**src/hdl/svpwm_pkg.sv**
```systemverilog
// Shared types, constants and the sine table generator of the SVPWM modulator.
// Used by every module of the block; the channel interfaces do not use it.
// Depends on nothing.
package svpwm_pkg;

    // Default configuration of the block.
    localparam int TABLE_ENTRIES = 512;
    localparam int SINE_BITS     = 16;
    localparam int ANGLE_BITS    = 16;

    // Register reset values.
    localparam logic [15:0] BUS_VOLTAGE_RESET = 16'd6144;
    localparam logic [15:0] PWM_PERIOD_RESET  = 16'd5000;

    // Space vector constants in Q16: sqrt3, 3/2 and sqrt3/2.
    localparam int SQRT3_Q16        = 113512;
    localparam int THREE_HALVES_Q16 = 98304;
    localparam int HALF_SQRT3_Q16   = 56756;

    // Datapath widths of the back end. The numerator of an active time after
    // the sine scaling is dropped always fits in NUM_W bits.
    localparam int NUM_W  = 35;
    localparam int DEN_W  = NUM_W + 1;
    localparam int REM_W  = NUM_W + 2;
    localparam int TIME_W = 18;
    localparam int CNT_W  = $clog2(NUM_W);
    localparam int SCALE_STEPS = 17;

    // Depth of the job queue between front and back end.
    localparam int QUEUE_DEPTH = 4;
    localparam int QPTR_W      = $clog2(QUEUE_DEPTH);

    // Taylor series constants for table generation.
    localparam longint ONE_Q30     = 64'sd1073741824;
    localparam longint HALF_PI_Q30 = 64'sd1686629713;
    localparam longint TAYLOR_DIV [6] = '{156, 110, 72, 42, 20, 6};

    // Configuration register indexes.
    typedef enum logic {
        REG_BUS_VOLTAGE = 1'b0,
        REG_PWM_PERIOD  = 1'b1
    } reg_idx_t;

    // Back end sequencer states.
    typedef enum logic [2:0] {
        BK_IDLE,
        BK_DIV,
        BK_CHECK,
        BK_SCALE,
        BK_EDGE,
        BK_COUNT
    } back_state_t;

    // Configuration as seen by the datapath.
    typedef struct packed {
        logic [15:0] bus_voltage;
        logic [15:0] pwm_period;
    } cfg_t;

    // One classified job: sector and the two active-time numerators.
    typedef struct packed {
        logic [2:0]       sector;
        logic [NUM_W-1:0] num1;
        logic [NUM_W-1:0] num2;
    } job_t;

    // First-quadrant sine in Q1.(sine_bits-1) for a Q30 fraction of a quarter turn.
    function automatic longint sine_point(input longint r, input int sine_bits);
        longint x;
        longint x2;
        longint term;
        longint s;
        longint v;
        longint cap;
        x  = (r * HALF_PI_Q30) >>> 30;
        x2 = (x * x) >>> 30;
        term = ONE_Q30;
        for (int i = 0; i < 6; i++)
        begin
            term = ONE_Q30 - ((x2 * term) >>> 30) / TAYLOR_DIV[i];
        end
        s = (x * term) >>> 30;
        v = (s + (longint'(1) <<< (30 - sine_bits))) >>> (31 - sine_bits);
        cap = (longint'(1) <<< (sine_bits - 1)) - 1;
        if (v > cap)
        begin
            v = cap;
        end
        return v;
    endfunction

endpackage

```
**src/hdl/svpwm_apb.sv**
```systemverilog
// APB configuration registers of the SVPWM modulator (bus voltage, PWM period).
// Depends on svpwm_pkg for the register indexes, reset values and cfg_t.
module svpwm_apb
(
    input  logic               clk,
    input  logic               rst_n,
    input  logic               psel,
    input  logic               penable,
    input  logic               pwrite,
    input  logic [2:0]         paddr,
    input  logic [31:0]        pwdata,
    output logic [31:0]        prdata,
    output logic               pready,
    output svpwm_pkg::cfg_t    cfg
);

    logic [15:0]         bus_voltage_reg;
    logic [15:0]         pwm_period_reg;
    logic [15:0]         bus_voltage_next;
    logic [15:0]         pwm_period_next;
    logic                wr_en;
    svpwm_pkg::reg_idx_t reg_idx;

    assign pready  = 1'b1;
    assign wr_en   = psel && penable && pwrite;
    assign reg_idx = svpwm_pkg::reg_idx_t'(paddr[2]);

    // Register write decode.
    always_comb
    begin
        bus_voltage_next = bus_voltage_reg;
        pwm_period_next  = pwm_period_reg;
        if (wr_en)
        begin
            unique case (reg_idx)
                svpwm_pkg::REG_BUS_VOLTAGE: bus_voltage_next = pwdata[15:0];
                svpwm_pkg::REG_PWM_PERIOD:  pwm_period_next  = pwdata[15:0];
                default:                    bus_voltage_next = bus_voltage_reg;
            endcase
        end
    end

    always_ff @(posedge clk or negedge rst_n)
    begin
        if (!rst_n)
        begin
            bus_voltage_reg <= svpwm_pkg::BUS_VOLTAGE_RESET;
            pwm_period_reg  <= svpwm_pkg::PWM_PERIOD_RESET;
        end
        else
        begin
            bus_voltage_reg <= bus_voltage_next;
            pwm_period_reg  <= pwm_period_next;
        end
    end

    // Read mux.
    always_comb
    begin
        unique case (reg_idx)
            svpwm_pkg::REG_BUS_VOLTAGE: prdata = {16'd0, bus_voltage_reg};
            svpwm_pkg::REG_PWM_PERIOD:  prdata = {16'd0, pwm_period_reg};
            default:                    prdata = 32'd0;
        endcase
    end

    assign cfg.bus_voltage = bus_voltage_reg;
    assign cfg.pwm_period  = pwm_period_reg;

endmodule

```
**config.mk**
```make
export PLATFORM = sky130hd
export DESIGN_NAME = svpwm_apb
export DESIGN_NICKNAME = d
export VERILOG_FILES = /design/src/hdl/svpwm_pkg.sv /design/src/hdl/svpwm_apb.sv
export SDC_FILE = /design/constraint.sdc
export NUM_CORES = 1
export LEC_CHECK = 0
export BUFFER_PORTS_ARGS = -buffer_cell sky130_fd_sc_hd__buf_2
export CAP_MARGIN = 20
export CORE_ASPECT_RATIO = 1.1
export CORE_MARGIN = 2
export CORE_UTILIZATION = 42
export CTS_CLUSTER_SIZE = 16
export DETAILED_ROUTE_END_ITERATION = 8
export HOLD_SLACK_MARGIN = 0.03
export PLACE_DENSITY = 0.8
export SYNTH_ARGS = -nofsm -noshare
export SYNTH_HDL_FRONTEND = slang
export SYNTH_SLANG_ARGS = --single-unit
```
**constraint.sdc**
```tcl
create_clock -name clk -period 0.9 [get_ports clk]
set_input_delay 0.045 -clock clk [delete_from_list [all_inputs] [get_ports clk]]
set_output_delay 0.045 -clock clk [all_outputs]
set_load 0.01 [all_outputs]
```
[Word level (Yosys, flattened, before mapping)]
Cells that the tools add are included.
Word-level totals
  register bits after elaboration: 32
  logic and storage cells: 8
  output and inout port bits: 65
Operators by class
  muxes and demuxes: 1
  reductions and logical operators: 4
  bitwise logic cells: 1
Operator list (number)
  $pmux W32 S2: 1
  $reduce_and A2 Y1: 2
  $logic_and A1 B1 Y1: 2
  $not A1 Y1: 1

[Depth between registers and ports, before layout]
  word-level depth: 3
  gate-level depth with buffers: 4

[Least setup slack after synthesis]
No wires, ideal clock.
  path kind: input -> register
  start: input port paddr[2]
  end: register bus_voltage_reg[0]
  path buffers: 2
  setup slack: -78 ps
  stages: 4
  data arrival time: 853 ps
  library setup time: 125 ps
  cell sequence: buf_6 > nand4b_4 > buf_6 > mux2_4
Between the ends
  longest elaborated chain between the ends: 2
Ends and longest elaborated chain
  start, declared: line svpwm_apb.sv:10  | input logic [2:0] paddr,
  $not A1 Y1 (no source line)
  $reduce_and A2 Y1 (no source line)
  end signal, assigned: line svpwm_apb.sv:47  | bus_voltage_reg <= svpwm_pkg::BUS_VOLTAGE_RESET;
  end signal, assigned: line svpwm_apb.sv:52  | bus_voltage_reg <= bus_voltage_next;
  end, declared: line svpwm_apb.sv:17  | logic [15:0] bus_voltage_reg;
Every way passes these cells.
A chain may end at the register's enable or synchronous reset.

[Worst setup path in the final report]
  start: register bus_voltage_reg[4]
  end: output port prdata[4]
Between the ends
  longest elaborated chain between the ends: 1
Ends and longest elaborated chain
  $pmux W32 S2: line svpwm_apb.sv:60  | unique case (reg_idx)
  end, declared: line svpwm_apb.sv:12  | output logic [31:0] prdata,
Every way passes these cells. The select of a mux whose other input is x is not followed.

==> impl_metrics.ini <==
[critical_path]
end_kind = primary output
reg2reg_depth = 3
worstReg2RegStart = bus_voltage_reg[1]$_DFFE_PN0P_
reg2reg_to = bus_voltage_reg[1]$_DFFE_PN0P_
critical_path_class = reg2out
critPathBufInv = 1
crit_arrival_ns = 1.12
critPathSlowestCell = dfrtp_1
crit_path_start_kind = flop
cpPeakStageDelay_ns = 0.41
cp_top_family = flip-flops
crit_fanout = 2
required_ns = 0.85
cp_cell_sequence = mux2_4, buf_6
cp-startpoint = bus_voltage_reg[4]$_DFFE_PN0P_
rrSetupSlack_ns = -0.12

[drt]
drc = 0
num_vias = 1284
drtIter0Drc = 67
antenna_left = 0
viasPerCell = 4.70
first_pass_iters = 4
wirelength_mm = 5.35
wl_per_cell_um = 19.6

[logic_synthesis]
ys_types = 10
syn_avg_cell_area_um2 = 15.3
syn_area_um2 = 1610
synth_top_area_share_pct = 38.9
synth.area.top_cells = dfrtp_1, mux2_2, dfstp_2, mux2_4, buf_4
synth_seq_cells = 32
synth_seq_area_share_pct = 50.4
synth_cells = 105
yosys.area.top_type = dfrtp_1
ys_warn_count = 0

[power_and_ir_drop]
pwr-share-clk_pct = 18.5
p_seq_share_pct = 33.6
p_int_mw = 4.37
p_per_area_nw_per_um2 = 2190
combPwrFrac_pct = 47.9
ir_drop_uv = 1220
p_sw_share_pct = 30.0
power.switching_mw = 1.88
p_leak_nw = 1.48

[floorplan]
io_pins = 105
die_h_um = 68.9
initial_core_util_pct = 44.0
die_x_um = 63.0
row_count = 23
core_um2 = 3650
dieArea_um2 = 4340

[cts]
cts_root_buf = clkbuf_8
insertion_delay_ns = 0.28
path_clk_slew_ns = 0.08
htree_levels = 2
cts_made_buffers = 5
cts_buffer_depth = 2
cts_tree = done
cts.sinks = 32

[sta]
fin_worst_skew_ns = 0
period_needed_ns = 1.16
hold_viol_final = 0
whs_ns = 0.188
max_freq_ghz = 0.861
slew_violations = 0
finalSetupViolations = 52
rsz0062_at_grt = yes
setup_ws_ns = -0.262
timing.final.crit_share_pct = 129

[placement]
io_buffers = 69
dpl.cell_count = 223
place_hpwl_mm = 2.38
gp_congestion = 0.702

[min_path]
hp-class = in2async

[cells_and_area]
drive_gt1_share_pct = 72.6
nFillCells = 200
final_cells = 273
areaGrowthSynthToFinish_pct = 77.5
seq_area_um2 = 810
diodes = 0
multi_input_area_um2 = 781
layout.nets = 262

[run_status]
violations = setup timing
status = finished with violations

[global_route]
grt_max_degree = 22
first_global_vias = 1314
grt_first_pass_wirelength_mm = 7.06
overflow = 0
grt_use_total_pct = 21.8
antenna_found_initial = 0

[flow_run]
cap_violations = 0
[synth_stat cells]
library cell,instances
mux2_4,10
nand4b_4,1
mux2_2,38
dfstp_2,7
buf_6,3
conb_1,2
buf_2,1
dfrtp_1,25
buf_4,17
nand4_4,1
[worst reg2reg max path: stages, from the launching register on]
cell	delay [ns]
dfrtp_1	0.40
buf_4	0.14
buf_6	0.11
mux2_4	0.25
[worst max path at each step]
stage,end,slack [ns],depth (start not counted)
2_1_floorplan,bus_voltage_reg[0]$_DFFE_PN0P_,-0.08,4
3_3_place_gp,bus_voltage_reg[14]$_DFFE_PN0P_,-0.06,4
3_5_place_dp,pwm_period_reg[2]$_DFFE_PN0P_,-0.09,3
4_1_cts,prdata[12],-0.21,2
5_1_grt,prdata[4],-0.27,2
6_report,prdata[4],-0.26,2
[repair_timing]
action                                 in CTS  in global routing
hold buffers                               17                  0
setup endpoints to repair                  23                 61
gates resized for setup                    52                 40
buffers inserted                           22                 10
endpoints found under the hold margin      55                  0
[metrics by stage]
stage                     setup WS, ns  instance area (um^2)  util (%)  setup TNS (ns)  total power, mW
final                           -0.262                  2850      78.0           -6.04             6.25
after global routing            -0.266                  2850      78.0           -6.97             6.49
after global placement         -0.0633                  1970      53.8           -1.93             3.51
after CTS                       -0.209                  2680      73.3           -4.89             5.68
after detailed placement       -0.0907                  1970      53.8           -2.51             3.56
after floorplan                -0.0774                  1680         -          -0.774             2.94
[power groups by stage]
stage	clock network (mW)	logic, mW	registers (mW)
CTS	1.13	2.55	2.01
detailed placement	0	1.49	2.06
global route	1.22	3.14	2.12
global placement	0	1.46	2.05
floorplan	0	0.754	2.19
finish	1.16	2.99	2.10
[layout by cell type, fill, tap and decap left out]
cell type / synthesis / final
mux2_2: 38 / 13
clkbuf_1: 0 / 2
buf_6: 3 / 64
dfrtp_1: 25 / 25
buf_2: 1 / 28
conb_1: 2 / 17
dfstp_2: 7 / 7
clkbuf_8: 0 / 6
buf_12: 0 / 2
mux2_4: 10 / 35
buf_4: 17 / 5
nand4_4: 1 / 1
nand4b_4: 1 / 1
dlygate4sd3_1: 0 / 17
[cells by family (layout without fill, tap and decap cells)]
group | after synthesis | count (layout) | share of synthesized area [%]
multiplexers | 48 | 48 | 36.0
AND/OR/NAND/NOR | 2 | 2 | 2.80
buffers and inverters | 21 | 124 | 10.4
other | 2 | 17 | 0.467
flip-flops | 32 | 32 | 50.4
[layout make-up]
class	count	share of cell area, %
clock buffer	8	3.16
multi-input combinational	67	27.4
sequential	32	28.4
tap	50	2.19
timing repair buffer	116	38.9
[per-layer routing]
layer | GRT usage (%) | share of wire, %
met1 | 27.1 | 41
met2 | 38.6 | 52
met3 | 6.01 | 5.0
met4 | 4.44 | 2.0
met5 | 0 | 0
(Power assumes the default switching activity.)
