--- src/hdl/svpwm_pkg.sv ---
// Shared types, constants and the sine table generator of the SVPWM modulator.
// Used by every module of the block; the channel interfaces do not use it.
// Depends on nothing.
package svpwm_pkg;

    // Default configuration of the block.
    localparam int TABLE_ENTRIES = 512;
    localparam int SINE_BITS     = 16;
    localparam int ANGLE_BITS    = 16;

    // Register reset values.
    localparam logic [15:0] BUS_VOLTAGE_RESET = 16'd6144;
    localparam logic [15:0] PWM_PERIOD_RESET  = 16'd5000;

    // Space vector constants in Q16: sqrt3, 3/2 and sqrt3/2.
    localparam int SQRT3_Q16        = 113512;
    localparam int THREE_HALVES_Q16 = 98304;
    localparam int HALF_SQRT3_Q16   = 56756;

    // Datapath widths of the back end. The numerator of an active time after
    // the sine scaling is dropped always fits in NUM_W bits.
    localparam int NUM_W  = 35;
    localparam int DEN_W  = NUM_W + 1;
    localparam int REM_W  = NUM_W + 2;
    localparam int TIME_W = 18;
    localparam int CNT_W  = $clog2(NUM_W);
    localparam int SCALE_STEPS = 17;

    // Depth of the job queue between front and back end.
    localparam int QUEUE_DEPTH = 4;
    localparam int QPTR_W      = $clog2(QUEUE_DEPTH);

    // Taylor series constants for table generation.
    localparam longint ONE_Q30     = 64'sd1073741824;
    localparam longint HALF_PI_Q30 = 64'sd1686629713;
    localparam longint TAYLOR_DIV [6] = '{156, 110, 72, 42, 20, 6};

    // Configuration register indexes.
    typedef enum logic {
        REG_BUS_VOLTAGE = 1'b0,
        REG_PWM_PERIOD  = 1'b1
    } reg_idx_t;

    // Back end sequencer states.
    typedef enum logic [2:0] {
        BK_IDLE,
        BK_DIV,
        BK_CHECK,
        BK_SCALE,
        BK_EDGE,
        BK_COUNT
    } back_state_t;

    // Configuration as seen by the datapath.
    typedef struct packed {
        logic [15:0] bus_voltage;
        logic [15:0] pwm_period;
    } cfg_t;

    // One classified job: sector and the two active-time numerators.
    typedef struct packed {
        logic [2:0]       sector;
        logic [NUM_W-1:0] num1;
        logic [NUM_W-1:0] num2;
    } job_t;

    // First-quadrant sine in Q1.(sine_bits-1) for a Q30 fraction of a quarter turn.
    function automatic longint sine_point(input longint r, input int sine_bits);
        longint x;
        longint x2;
        longint term;
        longint s;
        longint v;
        longint cap;
        x  = (r * HALF_PI_Q30) >>> 30;
        x2 = (x * x) >>> 30;
        term = ONE_Q30;
        for (int i = 0; i < 6; i++)
        begin
            term = ONE_Q30 - ((x2 * term) >>> 30) / TAYLOR_DIV[i];
        end
        s = (x * term) >>> 30;
        v = (s + (longint'(1) <<< (30 - sine_bits))) >>> (31 - sine_bits);
        cap = (longint'(1) <<< (sine_bits - 1)) - 1;
        if (v > cap)
        begin
            v = cap;
        end
        return v;
    endfunction

endpackage

--- src/hdl/svpwm_if.sv ---


// Result channel: sector, three compare counts and the limit flag per beat.
interface svpwm_res_if;
    logic        valid;
    logic        ready;
    logic [2:0]  sector;
    logic [15:0] compare_u;
    logic [15:0] compare_v;
    logic [15:0] compare_w;
    logic        limited;

    modport source (output valid, sector, compare_u, compare_v, compare_w, limited,
                    input ready);
    modport sink   (input valid, sector, compare_u, compare_v, compare_w, limited,
                    output ready);
endinterface

--- src/hdl/svpwm_back.sv ---
// Back end of the SVPWM modulator: active times by bit-serial division,
// overmodulation scaling, seven-segment edges and compare counts.
// Depends on svpwm_pkg and svpwm_if.
module svpwm_back
(
    input  logic             clk,
    input  logic             rst_n,
    input  svpwm_pkg::cfg_t  cfg,
    input  logic             job_valid,
    input  svpwm_pkg::job_t  job,
    output logic             job_ready,
    svpwm_res_if.source      res
);

    localparam int NUM_W  = svpwm_pkg::NUM_W;
    localparam int DEN_W  = svpwm_pkg::DEN_W;
    localparam int REM_W  = svpwm_pkg::REM_W;
    localparam int TIME_W = svpwm_pkg::TIME_W;
    localparam int CNT_W  = svpwm_pkg::CNT_W;

    // One restoring division step: returns {remainder, shifted dividend/quotient}.
    function automatic logic [REM_W+NUM_W-1:0] div_step(input logic [REM_W-1:0] rem,
                                                        input logic [NUM_W-1:0] sh,
                                                        input logic [DEN_W-1:0] den);
        logic [REM_W-1:0] r;
        logic             ge;
        r  = {rem[REM_W-2:0], sh[NUM_W-1]};
        ge = (r >= REM_W'(den));
        return {(ge ? r - REM_W'(den) : r), sh[NUM_W-2:0], ge};
    endfunction

    // Rounded compare count of an edge time.
    function automatic logic [15:0] to_count(input logic [TIME_W-1:0] t,
                                             input logic [15:0] period);
        logic [33:0] prod;
        prod = 34'(t) * 34'(period) + 34'(1 << 17);
        return prod[33:18];
    endfunction

    svpwm_pkg::back_state_t state_reg, state_next;
    logic [2:0]        sector_reg, sector_next;
    logic              lim_reg, lim_next;
    logic [CNT_W-1:0]  cnt_reg, cnt_next;
    logic [DEN_W-1:0]  den_reg, den_next;
    logic [REM_W-1:0]  rem1_reg, rem1_next, rem2_reg, rem2_next;
    logic [NUM_W-1:0]  sh1_reg, sh1_next, sh2_reg, sh2_next;
    logic [TIME_W-1:0] tu_reg, tu_next, tv_reg, tv_next, tw_reg, tw_next;
    logic              out_valid_reg, out_valid_next;
    logic [2:0]        out_sector_reg, out_sector_next;
    logic [15:0]       out_u_reg, out_u_next, out_v_reg, out_v_next, out_w_reg, out_w_next;
    logic              out_lim_reg, out_lim_next;

    // Sequencer: next state and datapath.
    always_comb
    begin
        logic [REM_W+NUM_W-1:0] step1;
        logic [REM_W+NUM_W-1:0] step2;
        logic [DEN_W-1:0]       sum;
        logic [TIME_W-1:0]      t1, t2, ta, tb, tc;

        state_next      = state_reg;
        sector_next     = sector_reg;
        lim_next        = lim_reg;
        cnt_next        = cnt_reg;
        den_next        = den_reg;
        rem1_next       = rem1_reg;
        rem2_next       = rem2_reg;
        sh1_next        = sh1_reg;
        sh2_next        = sh2_reg;
        tu_next         = tu_reg;
        tv_next         = tv_reg;
        tw_next         = tw_reg;
        out_valid_next  = out_valid_reg && !res.ready;
        out_sector_next = out_sector_reg;
        out_u_next      = out_u_reg;
        out_v_next      = out_v_reg;
        out_w_next      = out_w_reg;
        out_lim_next    = out_lim_reg;
        job_ready       = 1'b0;

        step1 = div_step(rem1_reg, sh1_reg, den_reg);
        step2 = div_step(rem2_reg, sh2_reg, den_reg);
        sum   = DEN_W'(sh1_reg) + DEN_W'(sh2_reg);
        t1    = TIME_W'(sh1_reg[16:0]);
        t2    = TIME_W'(sh2_reg[16:0]);
        ta    = TIME_W'(65536) - t1 - t2;
        tb    = ta + {t1[TIME_W-2:0], 1'b0};
        tc    = tb + {t2[TIME_W-2:0], 1'b0};

        unique case (state_reg)
            svpwm_pkg::BK_IDLE:
            begin
                job_ready = 1'b1;
                if (job_valid)
                begin
                    sector_next = job.sector;
                    lim_next    = 1'b0;
                    den_next    = (cfg.bus_voltage == '0) ? DEN_W'(1)
                                                          : DEN_W'(cfg.bus_voltage);
                    rem1_next   = '0;
                    rem2_next   = '0;
                    sh1_next    = job.num1;
                    sh2_next    = job.num2;
                    cnt_next    = CNT_W'(NUM_W - 1);
                    state_next  = svpwm_pkg::BK_DIV;
                end
            end
            svpwm_pkg::BK_DIV, svpwm_pkg::BK_SCALE:
            begin
                {rem1_next, sh1_next} = step1;
                {rem2_next, sh2_next} = step2;
                cnt_next = cnt_reg - CNT_W'(1);
                if (cnt_reg == '0)
                begin
                    state_next = (state_reg == svpwm_pkg::BK_DIV) ? svpwm_pkg::BK_CHECK
                                                                  : svpwm_pkg::BK_EDGE;
                end
            end
            svpwm_pkg::BK_CHECK:
            begin
                // Overmodulation: rescale both times to T*65536/(T1+T2).
                if (sum > DEN_W'(65536))
                begin
                    lim_next   = 1'b1;
                    den_next   = sum;
                    rem1_next  = REM_W'(sh1_reg[NUM_W-1:1]);
                    rem2_next  = REM_W'(sh2_reg[NUM_W-1:1]);
                    sh1_next   = {sh1_reg[0], {(NUM_W-1){1'b0}}};
                    sh2_next   = {sh2_reg[0], {(NUM_W-1){1'b0}}};
                    cnt_next   = CNT_W'(svpwm_pkg::SCALE_STEPS - 1);
                    state_next = svpwm_pkg::BK_SCALE;
                end
                else
                begin
                    state_next = svpwm_pkg::BK_EDGE;
                end
            end
            svpwm_pkg::BK_EDGE:
            begin
                // Seven-segment edge times routed to phases by sector.
                unique case (sector_reg)
                    3'd1:    begin tu_next = tb; tv_next = ta; tw_next = tc; end
                    3'd2:    begin tu_next = ta; tv_next = tc; tw_next = tb; end
                    3'd3:    begin tu_next = ta; tv_next = tb; tw_next = tc; end
                    3'd4:    begin tu_next = tc; tv_next = tb; tw_next = ta; end
                    3'd5:    begin tu_next = tc; tv_next = ta; tw_next = tb; end
                    3'd6:    begin tu_next = tb; tv_next = tc; tw_next = ta; end
                    default: begin tu_next = ta; tv_next = ta; tw_next = ta; end
                endcase
                state_next = svpwm_pkg::BK_COUNT;
            end
            svpwm_pkg::BK_COUNT:
            begin
                if (!out_valid_reg || res.ready)
                begin
                    out_valid_next  = 1'b1;
                    out_sector_next = sector_reg;
                    out_u_next      = to_count(tu_reg, cfg.pwm_period);
                    out_v_next      = to_count(tv_reg, cfg.pwm_period);
                    out_w_next      = to_count(tw_reg, cfg.pwm_period);
                    out_lim_next    = lim_reg;
                    state_next      = svpwm_pkg::BK_IDLE;
                end
            end
            default:
            begin
                state_next = svpwm_pkg::BK_IDLE;
            end
        endcase
    end

    // Control state.
    always_ff @(posedge clk or negedge rst_n)
    begin
        if (!rst_n)
        begin
            state_reg     <= svpwm_pkg::BK_IDLE;
            out_valid_reg <= 1'b0;
        end
        else
        begin
            state_reg     <= state_next;
            out_valid_reg <= out_valid_next;
        end
    end

    // Datapath and output registers.
    always_ff @(posedge clk)
    begin
        sector_reg     <= sector_next;
        lim_reg        <= lim_next;
        cnt_reg        <= cnt_next;
        den_reg        <= den_next;
        rem1_reg       <= rem1_next;
        rem2_reg       <= rem2_next;
        sh1_reg        <= sh1_next;
        sh2_reg        <= sh2_next;
        tu_reg         <= tu_next;
        tv_reg         <= tv_next;
        tw_reg         <= tw_next;
        out_sector_reg <= out_sector_next;
        out_u_reg      <= out_u_next;
        out_v_reg      <= out_v_next;
        out_w_reg      <= out_w_next;
        out_lim_reg    <= out_lim_next;
    end

    assign res.valid     = out_valid_reg;
    assign res.sector    = out_sector_reg;
    assign res.compare_u = out_u_reg;
    assign res.compare_v = out_v_reg;
    assign res.compare_w = out_w_reg;
    assign res.limited   = out_lim_reg;

endmodule

--- src/flat_wrapper.sv ---
// flat-port wrapper written by rule: the top's interface ports become plain ports
module svpwm_back_flat 
  (clk, rst_n, cfg, job_valid, job, job_ready, res_valid, res_sector, res_compare_u, res_compare_v, res_compare_w, res_limited, res_ready);
  svpwm_res_if res_i ();
  input  logic clk;
  input  logic rst_n;
  input  svpwm_pkg::cfg_t cfg;
  input  logic job_valid;
  input  svpwm_pkg::job_t job;
  output logic job_ready;
  output wire logic [$bits(res_i.valid)-1:0] res_valid;
  output wire logic [$bits(res_i.sector)-1:0] res_sector;
  output wire logic [$bits(res_i.compare_u)-1:0] res_compare_u;
  output wire logic [$bits(res_i.compare_v)-1:0] res_compare_v;
  output wire logic [$bits(res_i.compare_w)-1:0] res_compare_w;
  output wire logic [$bits(res_i.limited)-1:0] res_limited;
  input wire logic [$bits(res_i.ready)-1:0] res_ready;
  assign res_valid = res_i.valid;
  assign res_sector = res_i.sector;
  assign res_compare_u = res_i.compare_u;
  assign res_compare_v = res_i.compare_v;
  assign res_compare_w = res_i.compare_w;
  assign res_limited = res_i.limited;
  assign res_i.ready = res_ready;
  svpwm_back u_core (.clk(clk), .rst_n(rst_n), .cfg(cfg), .job_valid(job_valid), .job(job), .job_ready(job_ready), .res(res_i));
endmodule
--- config.mk ---
export PLATFORM = sky130hd
export DESIGN_NAME = svpwm_back_flat
export DESIGN_NICKNAME = d
export VERILOG_FILES = /design/src/hdl/svpwm_pkg.sv /design/src/hdl/svpwm_if.sv /design/src/hdl/svpwm_back.sv /design/src/flat_wrapper.sv
export SDC_FILE = /design/constraint.sdc
export NUM_CORES = 2
export LEC_CHECK = 0
export ABC_AREA = 1
export BUFFER_PORTS_ARGS = -buffer_cell sky130_fd_sc_hd__buf_4
export CAP_MARGIN = 20
export CORE_MARGIN = 2
export CORE_UTILIZATION = 46
export CTS_BUF_LIST = sky130_fd_sc_hd__clkbuf_2 sky130_fd_sc_hd__clkbuf_4 sky130_fd_sc_hd__clkbuf_8
export DETAILED_ROUTE_END_ITERATION = 7
export GPL_TIMING_DRIVEN = 0
export PLACE_DENSITY = 0.72
export SLEW_MARGIN = 10
export SYNTH_ARGS = -nofsm -noshare
export SYNTH_HDL_FRONTEND = slang
export SYNTH_SLANG_ARGS = --single-unit
--- constraint.sdc ---
create_clock -name clk -period 8.7 [get_ports clk]
set_input_delay 0.87 -clock clk [delete_from_list [all_inputs] [get_ports clk]]
set_output_delay 0.87 -clock clk [all_outputs]
set_load 0.1 [all_outputs]
-- Yosys cells after proc, flatten, opt, wreduce, memory -nomap -nowiden
Cells that the tools add are included.
- register bits: 298
- input bits: 109
- logic and storage cells: 106
- add/sub/neg operators: 11
- multipliers: 3
- order comparisons: 3
- equality and inequality tests: 15
- multiplexer cells: 35
- reduce and logical (&&, ||, !) cells: 21
- operators by type and width (kind ; count):
    36-bit 2-to-1 mux ; 7
    36-bit case mux with 3 select lines ; 2
    35-bit case mux with 3 select lines ; 2
    35-bit 2-to-1 mux ; 4
    18-bit case mux with 2 select lines ; 3
    34-bit by 18-bit adder with 34-bit output, second input constant ; 3
    18-bit by 16-bit multiplier with 34-bit output ; 3
    37-bit by 36-bit greater-or-equal comparator with 1-bit output ; 2
    36-bit case mux with 2 select lines ; 1
    36-bit subtractor ; 2
    18-bit adder ; 2
    35-bit by 35-bit adder with 36-bit output ; 1
    36-bit by 17-bit > comparator with 1-bit output, second input constant ; 1
    6-bit case mux with 3 select lines ; 1
    17-bit by 17-bit subtractor with 18-bit output, first input constant ; 1
    18-bit by 17-bit subtractor with 18-bit output ; 1
    16-bit logical NOT ; 1
    16-bit 2-to-1 mux ; 1
    3-bit equality test, second input constant ; 5
    3-bit 2-to-1 mux ; 5
    3-bit case mux with 5 select lines ; 1
    2-bit OR reduction ; 7
    3-bit by 2-bit equality test with 1-bit output, second input constant ; 4
    6-bit 2-to-1 mux ; 2
    15 further kinds ; 26

-- Logic depth before layout (Yosys ltp)
- depth after elaboration: 5
- gate-level depth with buffers: 36
- gate-level depth less buffers: 36

-- Least setup slack after synthesis
No wires, ideal clock.
- path type: input port to flip-flop
- start: input cfg[1] (netlist bit)
- end: register u_core.out_w_reg[15], in the netlist u_core.res.compare_w[15] (data pin)
- library setup time: 0.265 ns
- arrival time: 6.210 ns
- data required time: 8.435 ns
- setup slack: 2.225 ns
- stages on the path: 25
- cell sequence: clkbuf_1 clkbuf_1 clkbuf_1 nand2_1 fa_1 fa_1 fa_1 inv_1 fa_1 fa_1 inv_1 fa_1 inv_1 ha_1 a21oi_1 o21ai_0 a21oi_1 o21ai_1 nand4_1 nand2_1 nand2_1 nand2_1 a21oi_1 o21ai_0 xor2_1
- longest elaborated chain between the ends: 2
- RTL lines (item ; RTL line ; text):
    start, declared ; flat_wrapper.sv:7 ; input svpwm_pkg::cfg_t cfg;
    18-bit by 16-bit multiplier with 34-bit output ; svpwm_back.sv:36 ; prod = 34'(t) * 34'(period) + 34'(1 << 17);
    34-bit by 18-bit adder with 34-bit output ; svpwm_back.sv:36 ;
    end signal, assigned ; svpwm_back.sv:204 ; out_w_reg <= out_w_next;
    end, declared ; svpwm_back.sv:50 ; logic [15:0] out_u_reg, out_u_next, out_v_reg, out_v_next, out_w_reg, out_w_next;
Every way passes these cells.
A chain may end at the register's enable or synchronous reset.

-- Worst setup path after layout
Same ends and word-level chain as after synthesis.

==> impl_results.md <==
- Status: finished clean
- Mapped Cells: 6830
- CTS tree: done
- Sequential area share after synthesis: 17.1%
- Clk_skew: 51.3 ps
- Commonest cells after routing, fill and taps aside: 1846 x nand2_1, 1657 x inv_1, 669 x fa_1, 527 x ha_1, 392 x nor2_1
- WL per Instance: 20.3 um
- Setup TNS: 0 ps
- Largest net degree at the start of global routing: 117
- Total CTS buffers: 57
- Initial core utilization: 46.2%
- Fmax: 136 MHz
- Buffers on Ports: 147
- Cell variety after synth: 62
- Die width: 339 um
- WHS: 299 ps
- Maxcap violations: 0
- Placer Congestion: 0.978
- Post-synth top flop: edfxtp_1
- Setup violators final: 0
- Initial antenna violation count: 9
- Clock tree buffer depth: 3
- Post-synth EDFFs: 292
- Tcrit/Tclk final: 84.5%
- Die Height: 339 um
- Synthesized area per cell: 7.57 um2
- Post-synth ARST share: 1.35%
- Share of cells above drive strength 1: 4.64%
- Total die area: 115000 um2
- Yosys top cell by area: fa_1
- Rel. slew slack: 14.1%
- Endpoint type of the worst setup path: register
- Final Hold Fails: 0
- Vias in the first global route: 45671
- Most common cell on crit path: fa_1
- H-tree depth: 2
- CTS Sinks: 296
- Cells after DPL: 8484
- CP Buf/Inv Count: 6
- Met3 wire length: 13200 um
- WL met1: 67300 um
- Fillers: 11146
- Site row count: 123
- Max Transition Viols Final: 0
- RSZ-0062 raised after global routing: no
- Root Buffer: clkbuf_8
- Synth top area share: 25.9%
- Min Tclk post-route: 7350 ps
- Pre-antenna DRT Iters: 7
- Worst slew pin tran: 1290 ps
- Nets: 8351
- Remaining DRCs: 0
- Gr ovfl total: 0
- DP Area: 54900 um2
- Max FO, Critical Path: 10
- WP data required: 9160 ps
- GRT Resource Usage Total: 30.4%
- Post-route cell area: 56100 um2
- CP peak stage delay: 730 ps
- Core outline area: 112000 um2
- Setup crit start kind: input pin
- Clk slew on worst S/H paths: 60 ps
- Worst hold path class: in2reg
- DR top layer: met5
- First-pass GRT wire length: 267000 um
- Via count: 45388
- Number of DRC markers in iteration 0: 3955
- Synthesis-to-layout area growth: 8.52%
- Syn nets: 8135
- Yosys warning count: 0
- DP HPWL: 148000 um
- CP arrival: 7810 ps
- Top cell family by delay on the critical path: adder cells
- Final std cells w/o fill: 8598
- Critical Path Slowest Stage Cell: clkbuf_1
- Vias per inst: 5.28
- Skew-Pair Late Insertion Delay: 770 ps
- Ranking of synthesized cells by area: fa_1 26%, edfxtp_1 17%, nand2_1 13%
- I/O pin count: 163
- Post-route ant nets: 0
- #FFs+latches synth: 296
- WL met2: 79600 um
- Commonest non-fill, non-tap cell in the layout: nand2_1
- Critical path class: in2reg
- Synthesized area: 51700 um2
- Post_cts resized: 0
- Drt total wl: 175000 um
## metal layers
layer  up-vias  GRT usage (%)
met3       533           4.55
met4         8           21.0
met1     21657           37.1
met2      2008           49.6
li1      21182              -
met5         -              0
## cell usage after synthesis (all sizes together), types with 26 or more instances
cell    number
xnor2       77
nand2     1861
edfxtp     292
o21ai      272
inv       1665
nand3      178
xor2        80
nor2       409
a21oi      249
nor3        35
ha         527
fa         669
nand4       43
clkbuf     235
a31oi       26
## kinds of logic (layout without fill, tap and decap cells)
logic type / after synthesis / after routing / share of synthesized area, %
adder cells (fa/ha/maj): 1196 / 1196 / 38.6
other: 0 / 5 / 0
XOR/XNOR: 157 / 157 / 2.69
buffers and inverters: 1923 / 2186 / 14.0
AO/OA/AOI/OAI: 691 / 691 / 7.66
flip-flops: 296 / 296 / 17.1
AND/OR/NAND/NOR: 2567 / 2567 / 19.9
## what timing repair did
item / 4_1_cts / 5_1_grt
hold buffers: 1 / 0
hold endpoints to repair: 4 / 0
setup buffers: 0 / 0
## final cells by class
| class | instances | area, um2 | area share, % |
|---|---|---|---|
| Multi-Input combinational cell | 4611 | 35600 | 63.5 |
| Sequential cell | 296 | 8870 | 15.8 |
| Inverter | 1668 | 6270 | 11.2 |
| Tap cell | 1500 | 1880 | 3.34 |
| Timing Repair Buffer | 157 | 1290 | 2.30 |
| Buffer | 255 | 987 | 1.76 |
| Clock buffer | 72 | 897 | 1.60 |
| Clock inverter | 34 | 295 | 0.526 |
| Antenna cell | 5 | 12.5 | 0.0223 |
## per-stage QoR
step	setup slack, ps	utilization, %
after floorplan	2220	-
after global placement	736	48.8
after detailed placement	730	49.0
after CTS	1520	50.1
after global routing	1010	50.1
final	1350	50.1
## path summary, 6_finish.rpt
path | cells past startpoint | start | slack [ps] | end
max in group asynchronous | 2 | rst_n | 8140 | u_core.state_reg[0]$_DFFE_PN0P_
worst max-delay path | 25 | cfg[1] | 1350 | u_core.res.compare_w[15]$_DFFE_PP_
min in group asynchronous | 2 | rst_n | 450 | u_core.res.valid$_DFF_PN0_
worst max register to register | 24 | u_core.tv_reg[10]$_DFFE_PN_ | 1590 | u_core.res.compare_v[13]$_DFFE_PP_
worst min register to register | 0 | u_core.sector_reg[1]$_DFFE_PP_ | 520 | u_core.res.sector[1]$_DFFE_PP_
worst min-delay path | 1 | job[71] | 300 | u_core.sector_reg[1]$_DFFE_PP_
Power is left out: the tool's default activity adds up to more than one toggle a clock period on the data nets, which glitch-free logic cannot reach.
