<file path="src/hdl/svpwm_pkg.sv">
// Shared types, constants and the sine table generator of the SVPWM modulator.
// Used by every module of the block; the channel interfaces do not use it.
// Depends on nothing.
package svpwm_pkg;

    // Default configuration of the block.
    localparam int TABLE_ENTRIES = 512;
    localparam int SINE_BITS     = 16;
    localparam int ANGLE_BITS    = 16;

    // Register reset values.
    localparam logic [15:0] BUS_VOLTAGE_RESET = 16'd6144;
    localparam logic [15:0] PWM_PERIOD_RESET  = 16'd5000;

    // Space vector constants in Q16: sqrt3, 3/2 and sqrt3/2.
    localparam int SQRT3_Q16        = 113512;
    localparam int THREE_HALVES_Q16 = 98304;
    localparam int HALF_SQRT3_Q16   = 56756;

    // Datapath widths of the back end. The numerator of an active time after
    // the sine scaling is dropped always fits in NUM_W bits.
    localparam int NUM_W  = 35;
    localparam int DEN_W  = NUM_W + 1;
    localparam int REM_W  = NUM_W + 2;
    localparam int TIME_W = 18;
    localparam int CNT_W  = $clog2(NUM_W);
    localparam int SCALE_STEPS = 17;

    // Depth of the job queue between front and back end.
    localparam int QUEUE_DEPTH = 4;
    localparam int QPTR_W      = $clog2(QUEUE_DEPTH);

    // Taylor series constants for table generation.
    localparam longint ONE_Q30     = 64'sd1073741824;
    localparam longint HALF_PI_Q30 = 64'sd1686629713;
    localparam longint TAYLOR_DIV [6] = '{156, 110, 72, 42, 20, 6};

    // Configuration register indexes.
    typedef enum logic {
        REG_BUS_VOLTAGE = 1'b0,
        REG_PWM_PERIOD  = 1'b1
    } reg_idx_t;

    // Back end sequencer states.
    typedef enum logic [2:0] {
        BK_IDLE,
        BK_DIV,
        BK_CHECK,
        BK_SCALE,
        BK_EDGE,
        BK_COUNT
    } back_state_t;

    // Configuration as seen by the datapath.
    typedef struct packed {
        logic [15:0] bus_voltage;
        logic [15:0] pwm_period;
    } cfg_t;

    // One classified job: sector and the two active-time numerators.
    typedef struct packed {
        logic [2:0]       sector;
        logic [NUM_W-1:0] num1;
        logic [NUM_W-1:0] num2;
    } job_t;

    // First-quadrant sine in Q1.(sine_bits-1) for a Q30 fraction of a quarter turn.
    function automatic longint sine_point(input longint r, input int sine_bits);
        longint x;
        longint x2;
        longint term;
        longint s;
        longint v;
        longint cap;
        x  = (r * HALF_PI_Q30) >>> 30;
        x2 = (x * x) >>> 30;
        term = ONE_Q30;
        for (int i = 0; i < 6; i++)
        begin
            term = ONE_Q30 - ((x2 * term) >>> 30) / TAYLOR_DIV[i];
        end
        s = (x * term) >>> 30;
        v = (s + (longint'(1) <<< (30 - sine_bits))) >>> (31 - sine_bits);
        cap = (longint'(1) <<< (sine_bits - 1)) - 1;
        if (v > cap)
        begin
            v = cap;
        end
        return v;
    endfunction

endpackage

</file>
<file path="src/hdl/svpwm_queue.sv">
// Short job queue between the front and back end of the SVPWM modulator.
// Depends on svpwm_pkg for job_t and the queue depth.
module svpwm_queue
(
    input  logic             clk,
    input  logic             rst_n,
    input  logic             wr_valid,
    output logic             wr_ready,
    input  svpwm_pkg::job_t  wr_data,
    output logic             rd_valid,
    input  logic             rd_ready,
    output svpwm_pkg::job_t  rd_data
);

    localparam int DEPTH = svpwm_pkg::QUEUE_DEPTH;
    localparam int PW    = svpwm_pkg::QPTR_W;

    svpwm_pkg::job_t   slot_reg [DEPTH];
    logic [PW-1:0]     wptr_reg, rptr_reg;
    logic [PW:0]       fill_reg;
    logic [PW-1:0]     wptr_next, rptr_next;
    logic [PW:0]       fill_next;
    logic              push, pop;

    assign wr_ready = (fill_reg != (PW+1)'(DEPTH));
    assign rd_valid = (fill_reg != '0);
    assign push     = wr_valid && wr_ready;
    assign pop      = rd_valid && rd_ready;
    assign rd_data  = slot_reg[rptr_reg];

    // Pointer and fill level update.
    always_comb
    begin
        wptr_next = push ? ((wptr_reg == PW'(DEPTH - 1)) ? '0 : wptr_reg + PW'(1)) : wptr_reg;
        rptr_next = pop  ? ((rptr_reg == PW'(DEPTH - 1)) ? '0 : rptr_reg + PW'(1)) : rptr_reg;
        fill_next = fill_reg + (PW+1)'(push) - (PW+1)'(pop);
    end

    always_ff @(posedge clk or negedge rst_n)
    begin
        if (!rst_n)
        begin
            wptr_reg <= '0;
            rptr_reg <= '0;
            fill_reg <= '0;
        end
        else
        begin
            wptr_reg <= wptr_next;
            rptr_reg <= rptr_next;
            fill_reg <= fill_next;
        end
    end

    // Slot storage.
    always_ff @(posedge clk)
    begin
        if (push)
        begin
            slot_reg[wptr_reg] <= wr_data;
        end
    end

endmodule

</file>
<file path="config.mk">
export PLATFORM = sky130hd
export DESIGN_NAME = svpwm_queue
export DESIGN_NICKNAME = d
export VERILOG_FILES = /design/src/hdl/svpwm_pkg.sv /design/src/hdl/svpwm_queue.sv
export SDC_FILE = /design/constraint.sdc
export NUM_CORES = 1
export LEC_CHECK = 0
export ABC_AREA = 0
export ABC_CLOCK_PERIOD_IN_PS = 5200
export CORE_MARGIN = 3
export CORE_UTILIZATION = 49
export DETAILED_ROUTE_END_ITERATION = 6
export DONT_BUFFER_PORTS = 1
export SYNTH_ARGS = -nofsm -noshare
export SYNTH_HDL_FRONTEND = slang
export SYNTH_SLANG_ARGS = --single-unit
export TNS_END_PERCENT = 5
</file>
<file path="constraint.sdc">
create_clock -name clk -period 5.2 [get_ports clk]
set_clock_uncertainty 0.05 [all_clocks]
set_input_delay 0 -clock clk [delete_from_list [all_inputs] [get_ports clk]]
set_output_delay 0 -clock clk [all_outputs]
set_load 0.05 [all_outputs]
</file>
Word level (Yosys, flattened, before mapping). Memories as Yosys holds them, arrays and structs flattened. Index checks and enable logic that the tools add are counted.

$add $sub $neg: 4. Equal/unequal tests: 3. Multiplexer cells: 4. Reductions and logical operators: 3.

Operators by type and width (count): $add 2x1->2 const B (2); $eq 2x2->1 const B (2); $mux 2 (2); $add 3x1->3 (1); $ne 3x3->1 const B (1); $reduce_bool 3->1 (1); $sub 3x1->3 (1); $logic_and 1x1->1 (2); $mux 1 (2).

Register bits: 7. RAM bits: 292. Bits of input ports: 77. Output and inout port bits: 75. Logic and storage cells: 18. Memories kept: 1.

Memories: slot_reg (depth 4, width 73, rd ports 1, clocked after Yosys merged registers in 0, wr ports 1, line svpwm_queue.sv:18) `svpwm_pkg::job_t slot_reg [DEPTH];`.

Depth between registers and ports, before layout. Gate-level depths: netlist of run 1.

Depth in word-level cells: 4. Mapped depth: 10. Mapped depth without buffers: 10.

Worst setup path before layout of run 1. Ideal clock, no wire load.

Path type: register -> register. From: register fill_reg[1]. To: register fill_reg[2]. Setup time: 123 ps. Arrival: 2380 ps. Required time: 5027 ps. Path slack: 2648 ps. Stages on the path, launching flop included: 11. Path buffers: 0. Period minus slack after synthesis: 2552 ps. Path through: dfrtp_1 -> or3_2 -> nand2_1 -> inv_1 -> ha_1 -> inv_1 -> ha_1 -> inv_1 -> fa_1 -> xnor2_1 -> xnor2_1.

Elaborated cells between the ends (all ways): 6. Those cells by class: add/sub (2); eq/ne (1); reduce/logical (3).

RTL lines: start: declaration (line svpwm_queue.sv:20) `logic [PW:0] fill_reg;`; start signal: assignment (line svpwm_queue.sv:51) `fill_reg <= fill_next;`; $reduce_bool 3->1 (line svpwm_queue.sv:26) `assign rd_valid = (fill_reg != '0);`; net rd_valid (line svpwm_queue.sv:10) `output logic rd_valid,`; $logic_and 1x1->1 (line svpwm_queue.sv:28) `assign pop = rd_valid && rd_ready;`; net pop (line svpwm_queue.sv:23) `logic push, pop;`; $sub 3x1->3 (line svpwm_queue.sv:36) `fill_next = fill_reg + (PW+1)'(push) - (PW+1)'(pop);`; net fill_next[2] (line svpwm_queue.sv:22) `logic [PW:0] fill_next;`.

The timed path passes the listed nets, and every way through them passes these cells. A chain may end at the register's enable or synchronous reset.

==> results of run 1 <==
==> final timing paths <==
kind / startpoint / end / slack (ns)
worst max-delay path: rptr_reg[0] / rd_data[24] / 2.47
worst min-delay path: wr_data[25] / slot_reg[0][25] / 0.12
worst max register to register: fill_reg[1] / fill_reg[2] / 2.52
worst min register to register: fill_reg[2] / fill_reg[2] / 0.45
max in group asynchronous: rst_n / rptr_reg[1] / 4.47
min in group asynchronous: rst_n / wptr_reg[0] / 0.34
==> cells by family (layout without fill, tap and decap cells) <==
kind of cell / Yosys count / after routing / share of synthesized area
XOR/XNOR: 2 / 2 / 0.001600
multiplexers: 77 / 77 / 0.1549
buffers and inverters: 23 / 145 / 0.01063
flip-flops: 299 / 299 / 0.8167
adder cells (fa/ha/maj): 8 / 8 / 0.009826
AND/OR/NAND/NOR: 10 / 10 / 0.006285
==> synth_stat cells <==
master / number
xnor2_1: 2
buf_1: 1
nand2_1: 1
dfrtp_1: 7
inv_1: 7
or3_2: 1
mux2_4: 2
or3b_4: 1
edfxtp_1: 292
buf_2: 6
nor2_1: 2
buf_4: 6
clkbuf_1: 3
ha_1: 7
mux2_2: 2
mux4_2: 73
and2_4: 1
and3_2: 4
fa_1: 1
==> critical path: stages, from the launching register on <==
cell and delay [ns]:
dfrtp_4 0.79, buf_4 0.56, mux4_2 0.75
==> cell usage in the layout, fill, tap and decap left out, types with 4 or more instances in the layout <==
cell type and n:
edfxtp_1 292, clkbuf_1 6, clkbuf_16 31, inv_1 7, clkinv_1 6, buf_4 6, ha_1 7, dfrtp_1 5
clkinv_2 7, mux4_2 73, and3_4 4, dlygate4sd3_1 77
==> layer usage <==
layer,GRT usage,vias up,wire length [um]
li1,-,2004,-
met4,0.03710,0,289
met1,0.2111,2384,7631
met5,0,-,0
met2,0.2645,143,9613
met3,0.04701,28,1467
==> area by class of cell <==
type	count	area, um2	area share
clock buffer	37	798.3	0.06145
clock inverter	18	142.6	0.01098
inverter	7	26.28	0.002023
multi-input combinational	97	1906	0.1467
sequential	299	8951	0.6891
tap	280	350.3	0.02697
timing repair buffer	83	815.8	0.06280
==> where the power goes <==
part | internal (mW) | switching (mW) | leakage, nW
clock network | 1.18 | 0.838 | 0.463
registers | 3.19 | 0.295 | 2.75
logic | 0.780 | 2.08 | 0.969
==> per-stage QoR <==
step	utilization	setup WS, ns
after floorplan	-	2.648
after global placement	0.5152	2.564
after detailed placement	0.5152	2.520
after CTS	0.5934	2.322
after global routing	0.5934	2.218
final	0.5934	2.471
==> flow_metrics.tcl, run 1 <==
set metrics [dict create \
    ys_seq_elements 299 \
    fin_area_um2 12990 \
    drv_slew 0 \
    crit_arrival_ns 2.68 \
    clk_pin_slew_ns 0.06 \
    start_util 0.5002 \
    hold_class "input pin to flip-flop" \
    htreeDepth 1 \
    clock_latency_ns 0.53 \
    io_buffer_count 0 \
    ys_types 19 \
    vdd_drop_max_mv 0.5121 \
    critPathLaunchType "flip-flop" \
    reg2regPathDepth 10 \
    post_cts_buffers 0 \
    post-route-min-period_ns 2.729 \
    ctsHoldBuffers 77 \
    whs_ns 0.1155 \
    fmax_mhz 366.5 \
    synth_cells 419 \
    vias_per_cell 5.553 \
    synth_top_area_frac 0.8007 \
    row_count 54 \
    ys_seq_area_frac 0.8167 \
    antenna_found_initial 0 \
    pin_count 152 \
    rsz0062_at_grt "no" \
    cp-end-kind "output pin" \
    powerDensity_nw_per_um2 644.3 \
    route.vias.total 4559 \
    fin_setup_tns_ns 0 \
    gp_congestion 0.7324 \
    antenna_left 0 \
    grt_pass1_vias 5080 \
    n_fill_cell 1593 \
    maxCapViolations 0 \
    finalHoldViolCount 0 \
    syn_to_final_growth_pct 18.62 \
    drc 0 \
    required_ns 5.15 \
    layout.cells.non_filler 821 \
    tritoncts "built" \
    cp_max_fo 29 \
    dieArea_um2 24180 \
    synth_nets 504 \
    cts_made_buffers 30 \
    drtIter0Drc 235 \
    num-nets-final 603 \
    relSlewSlack 0.2296 \
    clockBufferDepth 3 \
    ys_top_cells_by_area "edfxtp_1, mux4_2, dfrtp_1" \
    p_leak_nw 4.186 \
    syn_area_um2 10950 \
    routed_wirelength_um 19000 \
    largest_register_ffs 292 \
    grt_max_degree 76 \
    clock-root-buffer "clkbuf_16" \
    placed_area_um2 11280 \
    wl_per_cell_um 23.14 \
    avgSynthCellArea_um2 26.13 \
    total_power_mw 8.369 \
    final.period_utilization 0.5248 \
    yosysTopAreaCell "edfxtp_1" \
    fp.dieW_um 155.5 \
    grt-ovfl-total 0 \
    grt_pass1_wl_um 29610 \
    firstDrtPassIters 4 \
    outcome "complete, no violations" \
    antennaDiodeCount 0 \
    dp_cells 689 \
    core_area_um2 21890 \
    yosysWarningCount 0 \
    grtUsageTotal 0.1592 \
    drive_above_1_share 0.2495 \
    critPathKind "flip-flop to output pin" \
    worst_pin_slew_ns 1.156 \
    min_delay_path_depth 1 \
    clock_sink_count 299 \
    hpwl_um 10710 \
    ctsResizeCount 0 \
    setup_viol 0 \
    die_h_um 155.5 \
]
Note: power is estimated with default switching activity, not from simulation.
==> inputs of run 2 (changes only) <==
- ABC_CLOCK_PERIOD_IN_PS: 5200 -> 2700
- clock period: 5.2 -> 2.7 ns (I/O delays scaled with it)
==> flow_metrics.tcl, run 2 (same netlist as run 1, synthesis figures left out) <==
set metrics [dict create \
    syn_to_final_growth_pct 20.91 \
    final_util 0.6048 \
    pin_count 152 \
    routed_wirelength_um 19570 \
    grtUsageTotal 0.1640 \
    clock-root-buffer "clkbuf_16" \
    num-nets-final 612 \
    outcome "complete, no violations" \
    route.vias.total 4634 \
    crit_arrival_ns 2.88 \
    final_cell_mix "edfxtp_1, dlygate4sd3_1, mux4_2" \
    antenna_found_initial 1 \
    antenna_left 0 \
    grt_pass1_vias 5222 \
    relSlewSlack 0.5724 \
    placed_area_um2 11460 \
    dp_cells 698 \
    io_buffer_count 0 \
    dieArea_um2 24180 \
    setup_viol 0 \
    vdd_drop_max_mv 0.7765 \
    fin_area_um2 13240 \
    drive_above_1_share 0.2632 \
    post-route-min-period_ns 2.483 \
    layout.cells.non_filler 831 \
    maxCapViolations 0 \
    total_power_mw 16.60 \
    grt-ovfl-total 0 \
    drv_slew 0 \
    final.period_utilization 0.9196 \
    cp-end-kind "flip-flop" \
    grt_pass1_wl_um 30640 \
    wl_per_cell_um 23.55 \
    core_area_um2 21890 \
    antennaDiodeCount 0 \
    clockBufferDepth 3 \
    row_count 54 \
    htreeDepth 1 \
    drc 0 \
    firstDrtPassIters 4 \
    clock_latency_ns 0.53 \
    rsz0062_at_grt "no" \
    grt_busiest_layer "met2" \
    cts_made_buffers 30 \
    die_h_um 155.5 \
    finalHoldViolCount 0 \
    grt.met3_usage 0.04868 \
    final_common_cell "edfxtp_1" \
    cp_max_fo 4 \
    post_cts_buffers 0 \
    drtIter0Drc 264 \
    required_ns 3.09 \
    hpwl_um 11600 \
    ctsResizeCount 0 \
    clock_sink_count 299 \
    fmax_mhz 402.7 \
    vias_per_cell 5.576 \
    gp_congestion 0.7589 \
    critPathKind "flip-flop to flip-flop" \
    use_met1 0.2173 \
    globalRouteMet2Util 0.2753 \
    fp.dieW_um 155.5 \
    start_util 0.5002 \
    grt_max_degree 48 \
    largest_register_ffs 292 \
    worst_pin_slew_ns 0.6414 \
    p_leak_nw 4.300 \
    powerDensity_nw_per_um2 1254 \
    fin_setup_tns_ns 0 \
    hold_class "input pin to flip-flop" \
    clk_pin_slew_ns 0.06 \
    tritoncts "built" \
    critPathLaunchType "flip-flop" \
]
## run 2: cell count changes in the layout (fill, tap and decap cells not counted)
| cell | previous run | this run |
|---|---|---|
| clkinv_4 | 1 | 0 |
| clkinvlp_4 | 1 | 0 |
| bufinv_16 | 2 | 5 |
| clkbuf_1 | 6 | 3 |
| clkinv_2 | 7 | 8 |
| inv_6 | 1 | 0 |
| clkinv_1 | 6 | 9 |
| buf_12 | 0 | 9 |
## run 2: metal layers
layer | share of wire | routed length (um)
met3 | 0.071 | 1399
met5 | 0.00046 | 9
met1 | 0.41 | 7977
met2 | 0.51 | 9936
met4 | 0.013 | 248
## run 2: layout make-up
class / instances / area (um2)
clock buffer: 34 / 787.0
clock inverter: 22 / 224.0
fill: 1535 / 8651
inverter: 7 / 26.28
multi-input combinational: 97 / 1906
sequential: 299 / 8951
tap: 280 / 350.3
timing repair buffer: 92 / 996.0
## run 2: critical path, stage by stage, from the launching register on
cell,delay [ns]
dfrtp_1,0.43
or3_2,0.49
nand2_1,0.13
inv_1,0.07
ha_1,0.27
inv_1,0.06
ha_1,0.12
inv_1,0.05
fa_1,0.40
xnor2_1,0.19
xnor2_1,0.14
## run 2: worst paths after layout
kind / from / to / slack (ns) / cells after the start
max: fill_reg[1] / fill_reg[2] / 0.22 / 10
min: wr_data[7] / slot_reg[0][7] / 0.12 / 1
max reg2reg: fill_reg[1] / fill_reg[2] / 0.22 / 10
min reg2reg: fill_reg[2] / fill_reg[2] / 0.44 / 1
max in group asynchronous: rst_n / rptr_reg[1] / 2.05 / 2
min in group asynchronous: rst_n / rptr_reg[0] / 0.28 / 2
## run 2: repair_timing
| item | in CTS | in global routing |
|---|---|---|
| endpoints found under the setup margin | 0 | 0 |
| hold buffers | 77 | 0 |
| hold endpoints to repair | 369 | 0 |
## run 2: report_power, final
group	leakage (nW)	total (mW)	switching (mW)	internal (mW)
combinational	1.04	5.89	4.22	1.67
sequential	2.75	6.58	0.448	6.13
clock	0.502	4.14	1.59	2.55
total	4.30	16.6	6.25	10.4
## run 2: through the flow
step / setup WS [ns] / hold slack (ns)
CTS: 0.1781 / 0.09154
finish: 0.2170 / 0.1188
global route: 0.03090 / 0.1118
floorplan: 0.1479 / -0.3456
detailed placement: 0.2166 / -0.3454
global placement: 0.2950 / -0.3453
==> inputs of run 3 (changes only) <==
- MAX_ROUTING_LAYER: unset -> met4
==> flow_metrics.tcl, run 3 (same netlist as run 1, synthesis figures left out) <==
set metrics [dict create \
    outcome "complete, no violations" \
    grt_max_degree 48 \
    clockBufferDepth 3 \
    start_util 0.5002 \
    crit_arrival_ns 2.88 \
    clock-root-buffer "clkbuf_16" \
    syn_to_final_growth_pct 20.96 \
    total_power_mw 16.62 \
    routed_wirelength_um 19570 \
    required_ns 3.09 \
    hold_path_end "slot_reg[3][7]" \
    route.vias.total 4656 \
    grtUsageTotal 0.1693 \
    worst_slack_ns 0.2132 \
    cp-end-kind "flip-flop" \
    clock_latency_ns 0.52 \
    setup_viol 0 \
    vias_per_cell 5.589 \
    hpwl_um 11600 \
    ctsResizeCount 0 \
    fin_setup_tns_ns 0 \
    grt_pass1_vias 5221 \
    core_area_um2 21890 \
    antenna_left 0 \
    io_buffer_count 0 \
    critPathKind "flip-flop to flip-flop" \
    ctsHoldBuffers 77 \
    timing.rr.end "fill_reg[2]" \
    min_from "wr_data[7]" \
    whs_ns 0.1196 \
    placed_area_um2 11460 \
    final_util 0.6051 \
    drtIter0Drc 283 \
    reg2regPathDepth 10 \
    final.period_utilization 0.9211 \
    rsz0062_at_grt "no" \
    pin_count 152 \
    powerDensity_nw_per_um2 1255 \
    post-route-min-period_ns 2.487 \
    maxCapViolations 0 \
    cp_max_fo 4 \
    p_leak_nw 4.300 \
    fin_area_um2 13250 \
    tritoncts "built" \
    final_common_cell "edfxtp_1" \
    firstDrtPassIters 4 \
    fmax_mhz 402.1 \
    dp_cells 698 \
    worst_pin_slew_ns 0.6450 \
    num-nets-final 612 \
    drive_above_1_share 0.2632 \
    drc 0 \
    finalHoldViolCount 0 \
    fp.dieW_um 155.5 \
    relSlewSlack 0.5700 \
    largest_register_ffs 292 \
    min_delay_path_depth 1 \
    dieArea_um2 24180 \
    cts_made_buffers 30 \
    grt-ovfl-total 0 \
    final_cell_mix "edfxtp_1, dlygate4sd3_1, mux4_2" \
    vdd_drop_max_mv 0.7789 \
    grt_pass1_wl_um 30610 \
    antenna_found_initial 2 \
    drv_slew 0 \
    die_h_um 155.5 \
    post_cts_buffers 0 \
    rr_startpoint "fill_reg[1]" \
    row_count 54 \
    clk_pin_slew_ns 0.06 \
    pre_cts_slack_ns 0.2166 \
    hold_class "input pin to flip-flop" \
    critPathLaunchType "flip-flop" \
    clock_sink_count 299 \
    wl_per_cell_um 23.50 \
    layout.cells.non_filler 833 \
    htreeDepth 1 \
    r2r_slack_ns 0.21 \
    gp_congestion 0.7688 \
]
## run 3: cell types whose count changed in the layout (fill, tap and decap cells not counted)
cell / delta
diode_2: +2
## run 3: worst max-delay path by stage
stage,start,endpoint,slack (ns),cells past startpoint
after floorplan,fill_reg[1],fill_reg[2],0.15,10
after global placement,fill_reg[1],fill_reg[2],0.30,10
after detailed placement,fill_reg[1],fill_reg[2],0.22,10
after CTS,rptr_reg[0],rd_data[16],0.18,2
after global routing,fill_reg[1],fill_reg[2],0.03,10
final,fill_reg[1],fill_reg[2],0.21,10
## run 3: final cells by class
type	instances	area, um2
Inverter	7	26.28
Antenna cell	2	5.005
Clock inverter	22	224.0
Fill cell	1533	8646
Clock buffer	34	787.0
Tap cell	280	350.3
Sequential cell	299	8951
Timing Repair Buffer	92	996.0
Multi-Input combinational cell	97	1906
## run 3: per-layer routing
metal	up-vias	GRT usage	part of all wire
li1	2022	-	-
met1	2471	0.2198	0.41
met2	138	0.2742	0.51
met3	25	0.04757	0.072
met4	0	0.03335	0.012
met5	-	-	0
## run 3: report_power, final
part	internal, mW	total [mW]	switching (mW)	leakage, nW
sequential	6.13	6.58	0.450	2.75
clock	2.55	4.14	1.59	0.502
combinational	1.67	5.90	4.23	1.04
total	10.4	16.6	6.27	4.30
## run 3: worst max-delay path, stage by stage, from the launching register on
cell and delay, ns:
dfrtp_1 0.43, or3_2 0.49, nand2_1 0.13, inv_1 0.07, ha_1 0.27, inv_1 0.06, ha_1 0.13, inv_1 0.05
fa_1 0.40, xnor2_1 0.19, xnor2_1 0.14
